===== config.mk =====
export PLATFORM = sky130hd
export DESIGN_NAME = irc_line_tokenizer_unit
export DESIGN_NICKNAME = d
export VERILOG_FILES = /design/src/rtl/ilt_pkg.sv /design/src/rtl/ilt_fifo.sv /design/src/rtl/ilt_front.sv /design/src/rtl/ilt_back.sv /design/src/rtl/irc_line_tokenizer_unit.sv
export SDC_FILE = /design/constraint.sdc
export NUM_CORES = 1
export LEC_CHECK = 0
export CORE_ASPECT_RATIO = 0.5
export CORE_MARGIN = 2
export CORE_UTILIZATION = 39
export DETAILED_ROUTE_END_ITERATION = 10
export DONT_BUFFER_PORTS = 1
export GPL_TIMING_DRIVEN = 0
export SLEW_MARGIN = 40
export SYNTH_ARGS = -nofsm -noshare
export SYNTH_HDL_FRONTEND = slang
export SYNTH_SLANG_ARGS = --single-unit

===== constraint.sdc =====
create_clock -name clk -period 10.1 [get_ports clk]
set_input_delay 0.505 -clock clk [delete_from_list [all_inputs] [get_ports clk]]
set_output_delay 0.505 -clock clk [all_outputs]
set_load 0.05 [all_outputs]

===== src/rtl/ilt_pkg.sv =====
`default_nettype none

package ilt_pkg;

    // Default number of CR and 0x04 bytes the hold store keeps.
    localparam int HOLD_DEPTH_DEF = 16;

    // At most this many results leave the block for one request,
    // the line end result included.
    localparam int OUT_CAP = 40;

    // Depths of the request queue and of the result queue (plus one head register each).
    localparam int CMD_DEPTH = 4;
    localparam int RES_DEPTH = 4;

    // Byte values the tokenizer looks for.
    localparam logic [7:0] CHAR_CR    = 8'h0D;
    localparam logic [7:0] CHAR_EOT   = 8'h04;
    localparam logic [7:0] CHAR_COLON = 8'h3A;
    localparam logic [7:0] CHAR_LF    = 8'h0A;
    localparam logic [7:0] CHAR_TAB   = 8'h09;
    localparam logic [7:0] CHAR_SPACE = 8'h20;

    typedef enum logic [1:0] {
        KIND_START = 2'd0,
        KIND_BYTE  = 2'd1,
        KIND_END   = 2'd2,
        KIND_LINE  = 2'd3
    } kind_t;

    typedef enum logic [1:0] {
        ST_OK       = 2'd0,
        ST_NO_CMD   = 2'd1,
        ST_EMPTY    = 2'd2,
        ST_OVERFLOW = 2'd3
    } status_t;

    // One classified request on its way from the front end to the tokenizer.
    typedef struct packed {
        logic [7:0] data;
        logic       has_byte;
        logic       eol;
        logic       is_ctl;
        logic       is_cr;
        logic       is_space;
        logic       is_colon;
        logic       is_lf;
    } cmd_t;

    // One result item.
    typedef struct packed {
        kind_t      kind;
        logic [7:0] data;
        logic       is_arg;
        logic [7:0] arg_idx;
        status_t    status;
        logic       last;
    } res_t;

    localparam int CMD_W = $bits(cmd_t);
    localparam int RES_W = $bits(res_t);

endpackage

`default_nettype wire


===== src/rtl/ilt_fifo.sv =====
`default_nettype none

module ilt_fifo #(
    parameter int WIDTH = 8,
    parameter int DEPTH = 4
) (
    input  wire logic             clk,
    input  wire logic             rst_n,
    input  wire logic             push,
    input  wire logic [WIDTH-1:0] wdata,
    output logic                  full,
    input  wire logic             pop,
    output logic                  empty,
    output logic [WIDTH-1:0]      rdata
);

    localparam int PTR_W = (DEPTH > 1) ? $clog2(DEPTH) : 1;
    localparam int CNT_W = $clog2(DEPTH + 1);

    logic [WIDTH-1:0] mem [DEPTH];
    logic [WIDTH-1:0] head_reg;
    logic             head_valid_reg, head_valid_next;
    logic [PTR_W-1:0] wr_ptr_reg, wr_ptr_next;
    logic [PTR_W-1:0] rd_ptr_reg, rd_ptr_next;
    logic [CNT_W-1:0] count_reg, count_next;

    logic push_ok;
    logic pop_ok;
    logic head_free;
    logic load_mem;
    logic load_in;
    logic mem_we;

    // The head register shows the oldest entry; the array holds the rest.
    always_comb
    begin
        push_ok   = push && !full;
        pop_ok    = pop && head_valid_reg;
        head_free = !head_valid_reg || pop_ok;
        load_mem  = head_free && (count_reg != '0);
        load_in   = head_free && (count_reg == '0) && push_ok;
        mem_we    = push_ok && !load_in;

        head_valid_next = head_free ? (load_mem || load_in) : 1'b1;

        wr_ptr_next = wr_ptr_reg;
        if (mem_we)
        begin
            wr_ptr_next = (wr_ptr_reg == PTR_W'(DEPTH - 1)) ? '0 : wr_ptr_reg + PTR_W'(1);
        end

        rd_ptr_next = rd_ptr_reg;
        if (load_mem)
        begin
            rd_ptr_next = (rd_ptr_reg == PTR_W'(DEPTH - 1)) ? '0 : rd_ptr_reg + PTR_W'(1);
        end

        count_next = count_reg;
        if (mem_we && !load_mem)
        begin
            count_next = count_reg + CNT_W'(1);
        end
        else if (!mem_we && load_mem)
        begin
            count_next = count_reg - CNT_W'(1);
        end
    end

    // Pointers, fill count and head flag.
    always_ff @(posedge clk or negedge rst_n)
    begin
        if (!rst_n)
        begin
            head_valid_reg <= 1'b0;
            wr_ptr_reg     <= '0;
            rd_ptr_reg     <= '0;
            count_reg      <= '0;
        end
        else
        begin
            head_valid_reg <= head_valid_next;
            wr_ptr_reg     <= wr_ptr_next;
            rd_ptr_reg     <= rd_ptr_next;
            count_reg      <= count_next;
        end
    end

    // Storage and head data.
    always_ff @(posedge clk)
    begin
        if (mem_we)
        begin
            mem[wr_ptr_reg] <= wdata;
        end
        if (load_mem)
        begin
            head_reg <= mem[rd_ptr_reg];
        end
        else if (load_in)
        begin
            head_reg <= wdata;
        end
    end

    assign full  = (count_reg == CNT_W'(DEPTH));
    assign empty = !head_valid_reg;
    assign rdata = head_reg;

endmodule

`default_nettype wire


===== src/rtl/ilt_front.sv =====
`default_nettype none

module ilt_front (
    input  wire logic        push,
    input  wire logic [7:0]  data_byte,
    input  wire logic        has_byte,
    input  wire logic        end_of_line,
    output logic             full,
    input  wire logic        cmd_full,
    output logic             cmd_push,
    output ilt_pkg::cmd_t    cmd
);

    import ilt_pkg::*;

    logic useful;

    // A request with neither a byte nor a line end changes nothing, so it is
    // taken and dropped here.
    assign useful   = has_byte || end_of_line;
    assign full     = cmd_full;
    assign cmd_push = push && !cmd_full && useful;

    // Classify the byte once so the tokenizer only tests flags.
    always_comb
    begin
        cmd.data     = data_byte;
        cmd.has_byte = has_byte;
        cmd.eol      = end_of_line;
        cmd.is_cr    = has_byte && (data_byte == CHAR_CR);
        cmd.is_ctl   = has_byte && ((data_byte == CHAR_CR) || (data_byte == CHAR_EOT));
        cmd.is_space = (data_byte == CHAR_SPACE)
                       || ((data_byte >= CHAR_TAB) && (data_byte <= CHAR_CR));
        cmd.is_colon = (data_byte == CHAR_COLON);
        cmd.is_lf    = (data_byte == CHAR_LF);
    end

endmodule

`default_nettype wire


===== src/rtl/ilt_back.sv =====
`default_nettype none

module ilt_back #(
    parameter int HOLD_DEPTH = ilt_pkg::HOLD_DEPTH_DEF
) (
    input  wire logic           clk,
    input  wire logic           rst_n,
    input  wire logic           cmd_empty,
    input  wire ilt_pkg::cmd_t  cmd,
    output logic                cmd_pop,
    input  wire logic           res_full,
    output logic                res_push,
    output ilt_pkg::res_t       res_data
);

    import ilt_pkg::*;

    localparam int CNT_W = $clog2(HOLD_DEPTH + 1);
    localparam int IDX_W = (HOLD_DEPTH > 1) ? $clog2(HOLD_DEPTH) : 1;
    localparam int N_W   = $clog2(OUT_CAP + 1);

    typedef enum logic [2:0] {
        SQ_IDLE,
        SQ_RELEASE,
        SQ_BYTE,
        SQ_SECOND,
        SQ_EOL_TOK,
        SQ_EOL_LINE,
        SQ_FLUSH
    } seq_t;

    typedef enum logic [2:0] {
        PH_LEAD,
        PH_SEEK_CMD,
        PH_IN_CMD,
        PH_SEEK_ARG,
        PH_IN_ARG,
        PH_TRAIL,
        PH_DONE
    } phase_t;

    seq_t              state_reg, state_next;
    phase_t            phase_reg, phase_next;
    logic [HOLD_DEPTH-1:0] held_kinds_reg, held_kinds_next;
    logic [CNT_W-1:0]  held_count_reg, held_count_next;
    logic [IDX_W-1:0]  rel_idx_reg, rel_idx_next;
    logic [7:0]        arg_count_reg, arg_count_next;
    logic              in_token_reg, in_token_next;
    logic              have_cmd_reg, have_cmd_next;
    logic              overflow_reg, overflow_next;
    logic              has_bytes_reg, has_bytes_next;
    logic [7:0]        item_byte_reg, item_byte_next;
    logic              item_sp_reg, item_sp_next;
    logic              item_colon_reg, item_colon_next;
    logic              item_lf_reg, item_lf_next;
    logic              item_eol_reg, item_eol_next;
    logic [7:0]        sec_byte_reg, sec_byte_next;
    logic              sec_rel_reg, sec_rel_next;
    logic [N_W-1:0]    n_reg, n_next;
    logic              pend_valid_reg, pend_valid_next;
    res_t              pend_reg, pend_next;

    logic       proceed;
    logic       gen_req;
    logic       gen_capped;
    res_t       gen_res;
    logic       finish;
    logic       fin_rel;
    logic [7:0] arg_inc;

    // Byte fed to the tokenizer: a released held byte or the request byte.
    logic       held_bit;
    logic [7:0] f_byte;
    logic       f_sp;
    logic       f_colon;
    logic       f_lf;

    assign held_bit = held_kinds_reg[rel_idx_reg];
    assign arg_inc  = (arg_count_reg == 8'hFF) ? arg_count_reg : arg_count_reg + 8'd1;
    // A new result moves the pending one out, so the result queue needs room.
    assign proceed  = !pend_valid_reg || !res_full;

    always_comb
    begin
        if (state_reg == SQ_RELEASE)
        begin
            f_byte  = held_bit ? CHAR_CR : CHAR_EOT;
            f_sp    = held_bit;
            f_colon = 1'b0;
            f_lf    = 1'b0;
        end
        else
        begin
            f_byte  = item_byte_reg;
            f_sp    = item_sp_reg;
            f_colon = item_colon_reg;
            f_lf    = item_lf_reg;
        end
    end

    // Sequencer: one tokenizer step and at most one new result per cycle unless it stalls.
    always_comb
    begin
        state_next      = state_reg;
        phase_next      = phase_reg;
        held_kinds_next = held_kinds_reg;
        held_count_next = held_count_reg;
        rel_idx_next    = rel_idx_reg;
        arg_count_next  = arg_count_reg;
        in_token_next   = in_token_reg;
        have_cmd_next   = have_cmd_reg;
        overflow_next   = overflow_reg;
        has_bytes_next  = has_bytes_reg;
        item_byte_next  = item_byte_reg;
        item_sp_next    = item_sp_reg;
        item_colon_next = item_colon_reg;
        item_lf_next    = item_lf_reg;
        item_eol_next   = item_eol_reg;
        sec_byte_next   = sec_byte_reg;
        sec_rel_next    = sec_rel_reg;
        n_next          = n_reg;
        pend_valid_next = pend_valid_reg;
        pend_next       = pend_reg;

        cmd_pop    = 1'b0;
        res_push   = 1'b0;
        res_data   = pend_reg;
        gen_req    = 1'b0;
        gen_capped = 1'b1;
        gen_res    = '0;
        finish     = 1'b0;
        fin_rel    = 1'b0;

        case (state_reg)
            SQ_IDLE:
            begin
                if (!cmd_empty)
                begin
                    cmd_pop         = 1'b1;
                    item_byte_next  = cmd.data;
                    item_sp_next    = cmd.is_space;
                    item_colon_next = cmd.is_colon;
                    item_lf_next    = cmd.is_lf;
                    item_eol_next   = cmd.eol;
                    n_next          = '0;
                    if (cmd.has_byte)
                    begin
                        has_bytes_next = 1'b1;
                        if (cmd.is_ctl)
                        begin
                            // Hold CR and 0x04 inside the line until it is known
                            // whether they trail.
                            if ((phase_reg != PH_LEAD) && (phase_reg != PH_DONE))
                            begin
                                if (held_count_reg < CNT_W'(HOLD_DEPTH))
                                begin
                                    held_kinds_next[held_count_reg[IDX_W-1:0]] = cmd.is_cr;
                                    held_count_next = held_count_reg + CNT_W'(1);
                                end
                                else
                                begin
                                    overflow_next = 1'b1;
                                end
                            end
                            state_next = cmd.eol ? SQ_EOL_TOK : SQ_IDLE;
                        end
                        else
                        begin
                            if (phase_reg == PH_LEAD)
                            begin
                                phase_next = PH_SEEK_CMD;
                            end
                            rel_idx_next = '0;
                            state_next   = (held_count_reg != '0) ? SQ_RELEASE : SQ_BYTE;
                        end
                    end
                    else
                    begin
                        state_next = cmd.eol ? SQ_EOL_TOK : SQ_IDLE;
                    end
                end
            end

            SQ_RELEASE, SQ_BYTE:
            begin
                if (proceed)
                begin
                    case (phase_reg)
                        PH_SEEK_CMD:
                        begin
                            if (!f_sp)
                            begin
                                gen_req        = 1'b1;
                                gen_res.kind   = KIND_START;
                                have_cmd_next  = 1'b1;
                                in_token_next  = 1'b1;
                                phase_next     = PH_IN_CMD;
                            end
                        end
                        PH_IN_CMD:
                        begin
                            gen_req = 1'b1;
                            if (f_sp)
                            begin
                                gen_res.kind  = KIND_END;
                                in_token_next = 1'b0;
                                phase_next    = PH_SEEK_ARG;
                            end
                            else
                            begin
                                gen_res.kind = KIND_BYTE;
                                gen_res.data = f_byte;
                            end
                        end
                        PH_SEEK_ARG:
                        begin
                            if (!f_sp)
                            begin
                                gen_req         = 1'b1;
                                gen_res.kind    = KIND_START;
                                gen_res.is_arg  = 1'b1;
                                gen_res.arg_idx = arg_count_reg;
                                in_token_next   = 1'b1;
                                phase_next      = f_colon ? PH_TRAIL : PH_IN_ARG;
                            end
                        end
                        PH_IN_ARG:
                        begin
                            gen_req         = 1'b1;
                            gen_res.is_arg  = 1'b1;
                            gen_res.arg_idx = arg_count_reg;
                            if (f_sp)
                            begin
                                gen_res.kind   = KIND_END;
                                arg_count_next = arg_inc;
                                in_token_next  = 1'b0;
                                phase_next     = PH_SEEK_ARG;
                            end
                            else
                            begin
                                gen_res.kind = KIND_BYTE;
                                gen_res.data = f_byte;
                            end
                        end
                        PH_TRAIL:
                        begin
                            gen_req         = 1'b1;
                            gen_res.is_arg  = 1'b1;
                            gen_res.arg_idx = arg_count_reg;
                            if (f_lf)
                            begin
                                gen_res.kind   = KIND_END;
                                arg_count_next = arg_inc;
                                in_token_next  = 1'b0;
                                phase_next     = PH_DONE;
                            end
                            else
                            begin
                                gen_res.kind = KIND_BYTE;
                                gen_res.data = f_byte;
                            end
                        end
                        default:
                        begin
                        end
                    endcase

                    // A token start that carries its first byte goes on to SQ_SECOND for that byte.
                    if (!f_sp && ((phase_reg == PH_SEEK_CMD)
                                  || ((phase_reg == PH_SEEK_ARG) && !f_colon)))
                    begin
                        sec_byte_next = f_byte;
                        sec_rel_next  = (state_reg == SQ_RELEASE);
                        state_next    = SQ_SECOND;
                    end
                    else
                    begin
                        finish  = 1'b1;
                        fin_rel = (state_reg == SQ_RELEASE);
                    end
                end
            end

            SQ_SECOND:
            begin
                if (proceed)
                begin
                    gen_req      = 1'b1;
                    gen_res.kind = KIND_BYTE;
                    gen_res.data = sec_byte_reg;
                    if (phase_reg == PH_IN_ARG)
                    begin
                        gen_res.is_arg  = 1'b1;
                        gen_res.arg_idx = arg_count_reg;
                    end
                    finish  = 1'b1;
                    fin_rel = sec_rel_reg;
                end
            end

            SQ_EOL_TOK:
            begin
                if (proceed)
                begin
                    // Close a token left open at the line end.
                    if (in_token_reg)
                    begin
                        gen_req      = 1'b1;
                        gen_res.kind = KIND_END;
                        if (phase_reg != PH_IN_CMD)
                        begin
                            gen_res.is_arg  = 1'b1;
                            gen_res.arg_idx = arg_count_reg;
                            arg_count_next  = arg_inc;
                        end
                    end
                    state_next = SQ_EOL_LINE;
                end
            end

            SQ_EOL_LINE:
            begin
                if (proceed)
                begin
                    gen_req         = 1'b1;
                    gen_capped      = 1'b0;
                    gen_res.kind    = KIND_LINE;
                    gen_res.arg_idx = arg_count_reg;
                    if (!has_bytes_reg)
                    begin
                        gen_res.status = ST_EMPTY;
                    end
                    else if (overflow_reg)
                    begin
                        gen_res.status = ST_OVERFLOW;
                    end
                    else if (!have_cmd_reg)
                    begin
                        gen_res.status = ST_NO_CMD;
                    end
                    else
                    begin
                        gen_res.status = ST_OK;
                    end
                    // Back to the state of a fresh line.
                    phase_next      = PH_LEAD;
                    held_kinds_next = '0;
                    held_count_next = '0;
                    arg_count_next  = '0;
                    in_token_next   = 1'b0;
                    have_cmd_next   = 1'b0;
                    overflow_next   = 1'b0;
                    has_bytes_next  = 1'b0;
                    state_next      = SQ_FLUSH;
                end
            end

            SQ_FLUSH:
            begin
                // The pending result is the last one of this request.
                if (!pend_valid_reg)
                begin
                    state_next = SQ_IDLE;
                end
                else if (!res_full)
                begin
                    res_push        = 1'b1;
                    res_data.last   = 1'b1;
                    pend_valid_next = 1'b0;
                    state_next      = SQ_IDLE;
                end
            end

            default:
            begin
                state_next = SQ_IDLE;
            end
        endcase

        // End of one fed byte: step through the held run, then the request byte.
        if (finish)
        begin
            if (fin_rel)
            begin
                if (CNT_W'(rel_idx_reg) == held_count_reg - CNT_W'(1))
                begin
                    held_kinds_next = '0;
                    held_count_next = '0;
                    state_next      = SQ_BYTE;
                end
                else
                begin
                    rel_idx_next = rel_idx_reg + IDX_W'(1);
                    state_next   = SQ_RELEASE;
                end
            end
            else
            begin
                state_next = item_eol_reg ? SQ_EOL_TOK : SQ_FLUSH;
            end
        end

        // A new result either is dropped for lack of room or becomes pending.
        if (gen_req)
        begin
            if (gen_capped && (n_reg >= N_W'(OUT_CAP - 1)))
            begin
                overflow_next = 1'b1;
            end
            else
            begin
                if (pend_valid_reg)
                begin
                    res_push      = 1'b1;
                    res_data.last = 1'b0;
                end
                pend_next       = gen_res;
                pend_valid_next = 1'b1;
                n_next          = n_reg + N_W'(1);
            end
        end
    end

    always_ff @(posedge clk or negedge rst_n)
    begin
        if (!rst_n)
        begin
            state_reg      <= SQ_IDLE;
            phase_reg      <= PH_LEAD;
            held_kinds_reg <= '0;
            held_count_reg <= '0;
            rel_idx_reg    <= '0;
            arg_count_reg  <= '0;
            in_token_reg   <= 1'b0;
            have_cmd_reg   <= 1'b0;
            overflow_reg   <= 1'b0;
            has_bytes_reg  <= 1'b0;
            item_byte_reg  <= '0;
            item_sp_reg    <= 1'b0;
            item_colon_reg <= 1'b0;
            item_lf_reg    <= 1'b0;
            item_eol_reg   <= 1'b0;
            sec_byte_reg   <= '0;
            sec_rel_reg    <= 1'b0;
            n_reg          <= '0;
            pend_valid_reg <= 1'b0;
            pend_reg       <= '0;
        end
        else
        begin
            state_reg      <= state_next;
            phase_reg      <= phase_next;
            held_kinds_reg <= held_kinds_next;
            held_count_reg <= held_count_next;
            rel_idx_reg    <= rel_idx_next;
            arg_count_reg  <= arg_count_next;
            in_token_reg   <= in_token_next;
            have_cmd_reg   <= have_cmd_next;
            overflow_reg   <= overflow_next;
            has_bytes_reg  <= has_bytes_next;
            item_byte_reg  <= item_byte_next;
            item_sp_reg    <= item_sp_next;
            item_colon_reg <= item_colon_next;
            item_lf_reg    <= item_lf_next;
            item_eol_reg   <= item_eol_next;
            sec_byte_reg   <= sec_byte_next;
            sec_rel_reg    <= sec_rel_next;
            n_reg          <= n_next;
            pend_valid_reg <= pend_valid_next;
            pend_reg       <= pend_next;
        end
    end

`ifndef NO_ASSERTIONS
    a_hold_bound: assert property (@(posedge clk) disable iff (!rst_n)
        held_count_reg <= CNT_W'(HOLD_DEPTH))
        else $error("hold store count beyond its depth");

    a_no_push_full: assert property (@(posedge clk) disable iff (!rst_n)
        res_push |-> !res_full)
        else $error("result written into a full queue");

    a_idle_no_pend: assert property (@(posedge clk) disable iff (!rst_n)
        (state_reg == SQ_IDLE) |-> !pend_valid_reg)
        else $error("result left pending between requests");

    a_line_clear: assert property (@(posedge clk) disable iff (!rst_n)
        ((state_reg == SQ_EOL_LINE) && proceed) |=>
            ((phase_reg == PH_LEAD) && (held_count_reg == '0) && pend_valid_reg))
        else $error("line end did not restore the line state");
`endif

endmodule

`default_nettype wire


===== src/rtl/irc_line_tokenizer_unit.sv =====
`default_nettype none

// Line tokenizer. Requests (one byte of a line, or a line end) are written
// through push/full and results are read through empty/pop, both as queues.
// A front end classifies each request into a five-entry queue; the tokenizer
// behind it splits the line into a command and arguments, holds interior runs
// of CR and 0x04 bytes (up to HOLD_DEPTH) and writes results into a
// five-entry result queue. The tokenizer handles one request at a time and
// produces at most one result per cycle. An ordinary byte passes through
// fetch, tokenize and hand-off of its final result; each released held byte
// adds a release step, a byte that opens a token adds a step for its first
// byte, and a line end adds a token close step and a line result step. A full
// result queue stalls the tokenizer, and a full request queue raises full.
module irc_line_tokenizer_unit #(
    parameter int HOLD_DEPTH = ilt_pkg::HOLD_DEPTH_DEF
) (
    input  wire logic       clk,
    input  wire logic       rst_n,
    input  wire logic       push,
    output logic            full,
    input  wire logic [7:0] data_byte,
    input  wire logic       has_byte,
    input  wire logic       end_of_line,
    output logic            empty,
    input  wire logic       pop,
    output logic [1:0]      kind,
    output logic [7:0]      out_byte,
    output logic            is_argument,
    output logic [7:0]      arg_index,
    output logic [1:0]      line_status,
    output logic            last
);

    import ilt_pkg::*;

    cmd_t             cmd_in;
    cmd_t             cmd_head;
    logic             cmd_push;
    logic             cmd_full;
    logic             cmd_empty;
    logic             cmd_pop;
    logic [CMD_W-1:0] cmd_rdata;
    res_t             res_in;
    res_t             res_head;
    logic             res_push;
    logic             res_full;
    logic [RES_W-1:0] res_rdata;

    ilt_front u_front (
        .push        (push),
        .data_byte   (data_byte),
        .has_byte    (has_byte),
        .end_of_line (end_of_line),
        .full        (full),
        .cmd_full    (cmd_full),
        .cmd_push    (cmd_push),
        .cmd         (cmd_in)
    );

    ilt_fifo #(
        .WIDTH (CMD_W),
        .DEPTH (CMD_DEPTH)
    ) u_cmd_q (
        .clk   (clk),
        .rst_n (rst_n),
        .push  (cmd_push),
        .wdata (cmd_in),
        .full  (cmd_full),
        .pop   (cmd_pop),
        .empty (cmd_empty),
        .rdata (cmd_rdata)
    );

    assign cmd_head = cmd_rdata;

    ilt_back #(
        .HOLD_DEPTH (HOLD_DEPTH)
    ) u_back (
        .clk       (clk),
        .rst_n     (rst_n),
        .cmd_empty (cmd_empty),
        .cmd       (cmd_head),
        .cmd_pop   (cmd_pop),
        .res_full  (res_full),
        .res_push  (res_push),
        .res_data  (res_in)
    );

    ilt_fifo #(
        .WIDTH (RES_W),
        .DEPTH (RES_DEPTH)
    ) u_res_q (
        .clk   (clk),
        .rst_n (rst_n),
        .push  (res_push),
        .wdata (res_in),
        .full  (res_full),
        .pop   (pop),
        .empty (empty),
        .rdata (res_rdata)
    );

    // Unpack the oldest result onto the ports.
    assign res_head    = res_rdata;
    assign kind        = res_head.kind;
    assign out_byte    = res_head.data;
    assign is_argument = res_head.is_arg;
    assign arg_index   = res_head.arg_idx;
    assign line_status = res_head.status;
    assign last        = res_head.last;

endmodule

`default_nettype wire


==> results.py <==
metrics = {
    "outcome": {
        "outcome": "completed",
    },
    "yosys": {
        "ys_types": 80,
        "synth-seq-area-share_pct": 62.3,
        "syn_avg_cell_area_um2": 13.2,
        "ys_top_cells_by_area": "edfxtp_1 42%, dfrtp_1 20%, mux4_2 6.3%",
        "ys_seq_elements": 293,
        "synth_edf_count": 185,
        "syn-cell-area_um2": 13200,
        "synth_nets": 1037,
        "synth_warnings": 0,
        "synth_area_leader_cell": "edfxtp_1",
        "syn_inst": 1003,
        "ys.flop_type": "edfxtp_1",
        "post-synth-top-area-fraction_pct": 41.9,
        "async_flop_share_pct": 36.9,
    },
    "placement": {
        "dp_hpwl_mm": 19.7,
        "gp_congestion": 0.903,
        "place_area_um2": 13900,
        "port_buffers": 0,
        "placed_cells": 1447,
        "dp_slack_ps": 6430,
    },
    "die": {
        "fp.dieW_um": 265,
        "dieArea_um2": 35500,
        "start_util_pct": 39.9,
        "rows": 47,
        "core_um2": 33200,
        "dieHeight_um": 134,
        "io_pins": 38,
    },
    "grt": {
        "grt_pass1_wl_mm": 46.2,
        "grt_antenna_before_repair": 0,
        "grt_usage_pct": 16.6,
        "grt_pass1_vias": 8284,
        "grt_start_max_net_pins": 109,
        "grt_overflow": 0,
    },
    "worst_setup_path": {
        "arrival_ps": 4190,
        "setup.worst_path.class": "register to register",
        "end_kind": "register",
        "worstPathRequired_ps": 10570,
        "critPathMaxFanout": 10,
        "critPathBufInv": 3,
        "cp-start-kind": "register",
        "crit_family": "compound AO/OA/AOI/OAI gates",
        "crit_path_top_delay_cell": "a2111oi_1",
        "crit_path_max_incr_delay_ps": 580,
        "path_cells": "buf_4, a2111oi_1, or4_4, a31oi_4, nand2b_1, buf_4, a211oi_4, ha_1, inv_1, fa_1, xor2_1, nor2_1, xor2_1",
    },
    "timing": {
        "fin_ws_ps": 6380,
        "skew_ps": 8.19,
        "slew-limit-headroom_pct": 41.0,
        "hold_viol": 0,
        "rsz0062_at_grt": "false",
        "whs_ps": 51.7,
        "period_needed_ps": 3720,
        "min_period_over_period_pct": 36.9,
        "setup_violations": 0,
        "fmax_ghz": 0.269,
        "drv_slew": 0,
        "setup_tns_ps": 0,
        "tightest_slew_ps": 876,
    },
    "clock_tree": {
        "insertion_delay_ps": 540,
        "cts_num_sinks": 293,
        "clockBufferDepth": 3,
        "post_cts_buffers": 0,
        "tritoncts": "done",
        "cts-root-buf": "clkbuf_16",
        "numCtsBuffers": 28,
        "htree_levels": 1,
        "clk_pin_slew_ps": 70,
    },
    "cells_and_area": {
        "final_cells": 1502,
        "fill_cells": 2951,
        "utilization_pct": 44.7,
        "final_area_um2": 14900,
        "final_cell_mix": "185 x edfxtp_1, 126 x nand2_1, 108 x dfrtp_1",
        "synthToLayoutAreaGrowth_pct": 12.2,
        "diodes": 0,
        "drive_above_1_share_pct": 16.9,
        "largest_register": "u_res_q.mem",
        "largest_register_ffs": 88,
        "nNetsFinal": 1073,
        "final_common_cell": "edfxtp_1",
    },
    "routing": {
        "wire_per_inst_um": 19.2,
        "vias_per_cell": 5.45,
        "drc": 0,
        "first_pass_iters": 5,
        "wl_mm": 28.8,
        "num_vias": 8185,
        "postRouteAntennaNets": 0,
        "drt_iter0_drc": 868,
    },
    "power_and_ir_drop": {
        "power_density_nw_per_um2": 328,
        "power_leakage_nw": 5.56,
        "total_power_mw": 4.88,
        "max-vdd-ir-drop_v": 0.000172,
    },
    "min_path": {
        "worstHoldPathType": "primary input to register",
    },
    "flow_run": {
        "maxCapViolCount": 0,
    },
}
[area by class of cell]
type | instances | area [um2] | share of cell area, %
clock buffer | 34 | 754 | 5.07
multi-input combinational | 638 | 4730 | 31.8
inverter | 20 | 75.1 | 0.505
sequential | 293 | 8260 | 55.5
timing repair buffer | 6 | 78.8 | 0.530
clock inverter | 18 | 196 | 1.32
buffer | 52 | 221 | 1.49
tap | 441 | 552 | 3.71
[per-layer routing]
layer	up-vias	part of all wire [%]	track usage, %
li1	3825	-	-
met1	4128	47	23.3
met2	188	47	27.5
met3	44	3.9	2.61
met4	0	1.8	3.63
met5	-	0	0
[final timing paths]
check | start | to | slack [ps] | depth (start not counted)
setup / recovery | u_back.rel_idx_reg[0] | u_res_q.count_reg[2] | 6380 | 13
hold / removal | data_byte[6] | u_cmd_q.mem[3][13] | 50 | 0
setup reg to reg | u_back.rel_idx_reg[0] | u_res_q.count_reg[2] | 6380 | 13
hold reg to reg | u_cmd_q.rdata[2] | u_back.item_sp_reg | 440 | 2
max in group asynchronous | rst_n | u_back.res_data[8] | 9060 | 2
min in group asynchronous | rst_n | u_cmd_q.rd_ptr_reg[0] | 530 | 2
[timing repair]
item / 4_1_cts / 5_1_grt
resized for setup: 0 / 0
hold buffers: 2 / 0
endpoints found under the hold margin: 108 / 0
[cell families after synthesis]
kind of cell | Yosys count | share of synthesized area (%)
xor gates and xnor gates | 13 | 0.860
DFF | 293 | 62.3
buffers and inverters | 72 | 2.21
adders and majority gates | 21 | 2.08
muxes | 102 | 11.7
and+or+nand+nor | 320 | 11.7
AOI/OAI and AO/OA | 182 | 9.03
[cells in the mapped netlist, types with 13 or more instances]
cell,instances
nand2b_1,13
o21ai_0,43
a21oi_1,48
and2_1,19
mux2_2,47
nand3_1,25
mux2i_1,14
clkbuf_1,33
o21ai_1,13
nor2_1,53
nor3_1,16
mux4_2,37
ha_1,18
inv_1,20
edfxtp_1,185
nand2_1,126
dfrtp_1,108
nor2b_1,17
[worst reg2reg max path, stage by stage (launching register included)]
cell	delay (ps)
dfrtp_1	470
buf_4	240
a2111oi_1	580
or4_4	300
a31oi_4	120
nand2b_1	170
buf_4	170
a211oi_4	360
ha_1	260
inv_1	90
fa_1	440
xor2_1	180
nor2_1	110
xor2_1	160
[power breakdown]
group / switching, mW / internal, mW
clock network: 0.444 / 0.634
registers: 0.349 / 1.71
logic: 1.05 / 0.696
total: 1.84 / 3.04
Power figures use the tool's default switching activity.
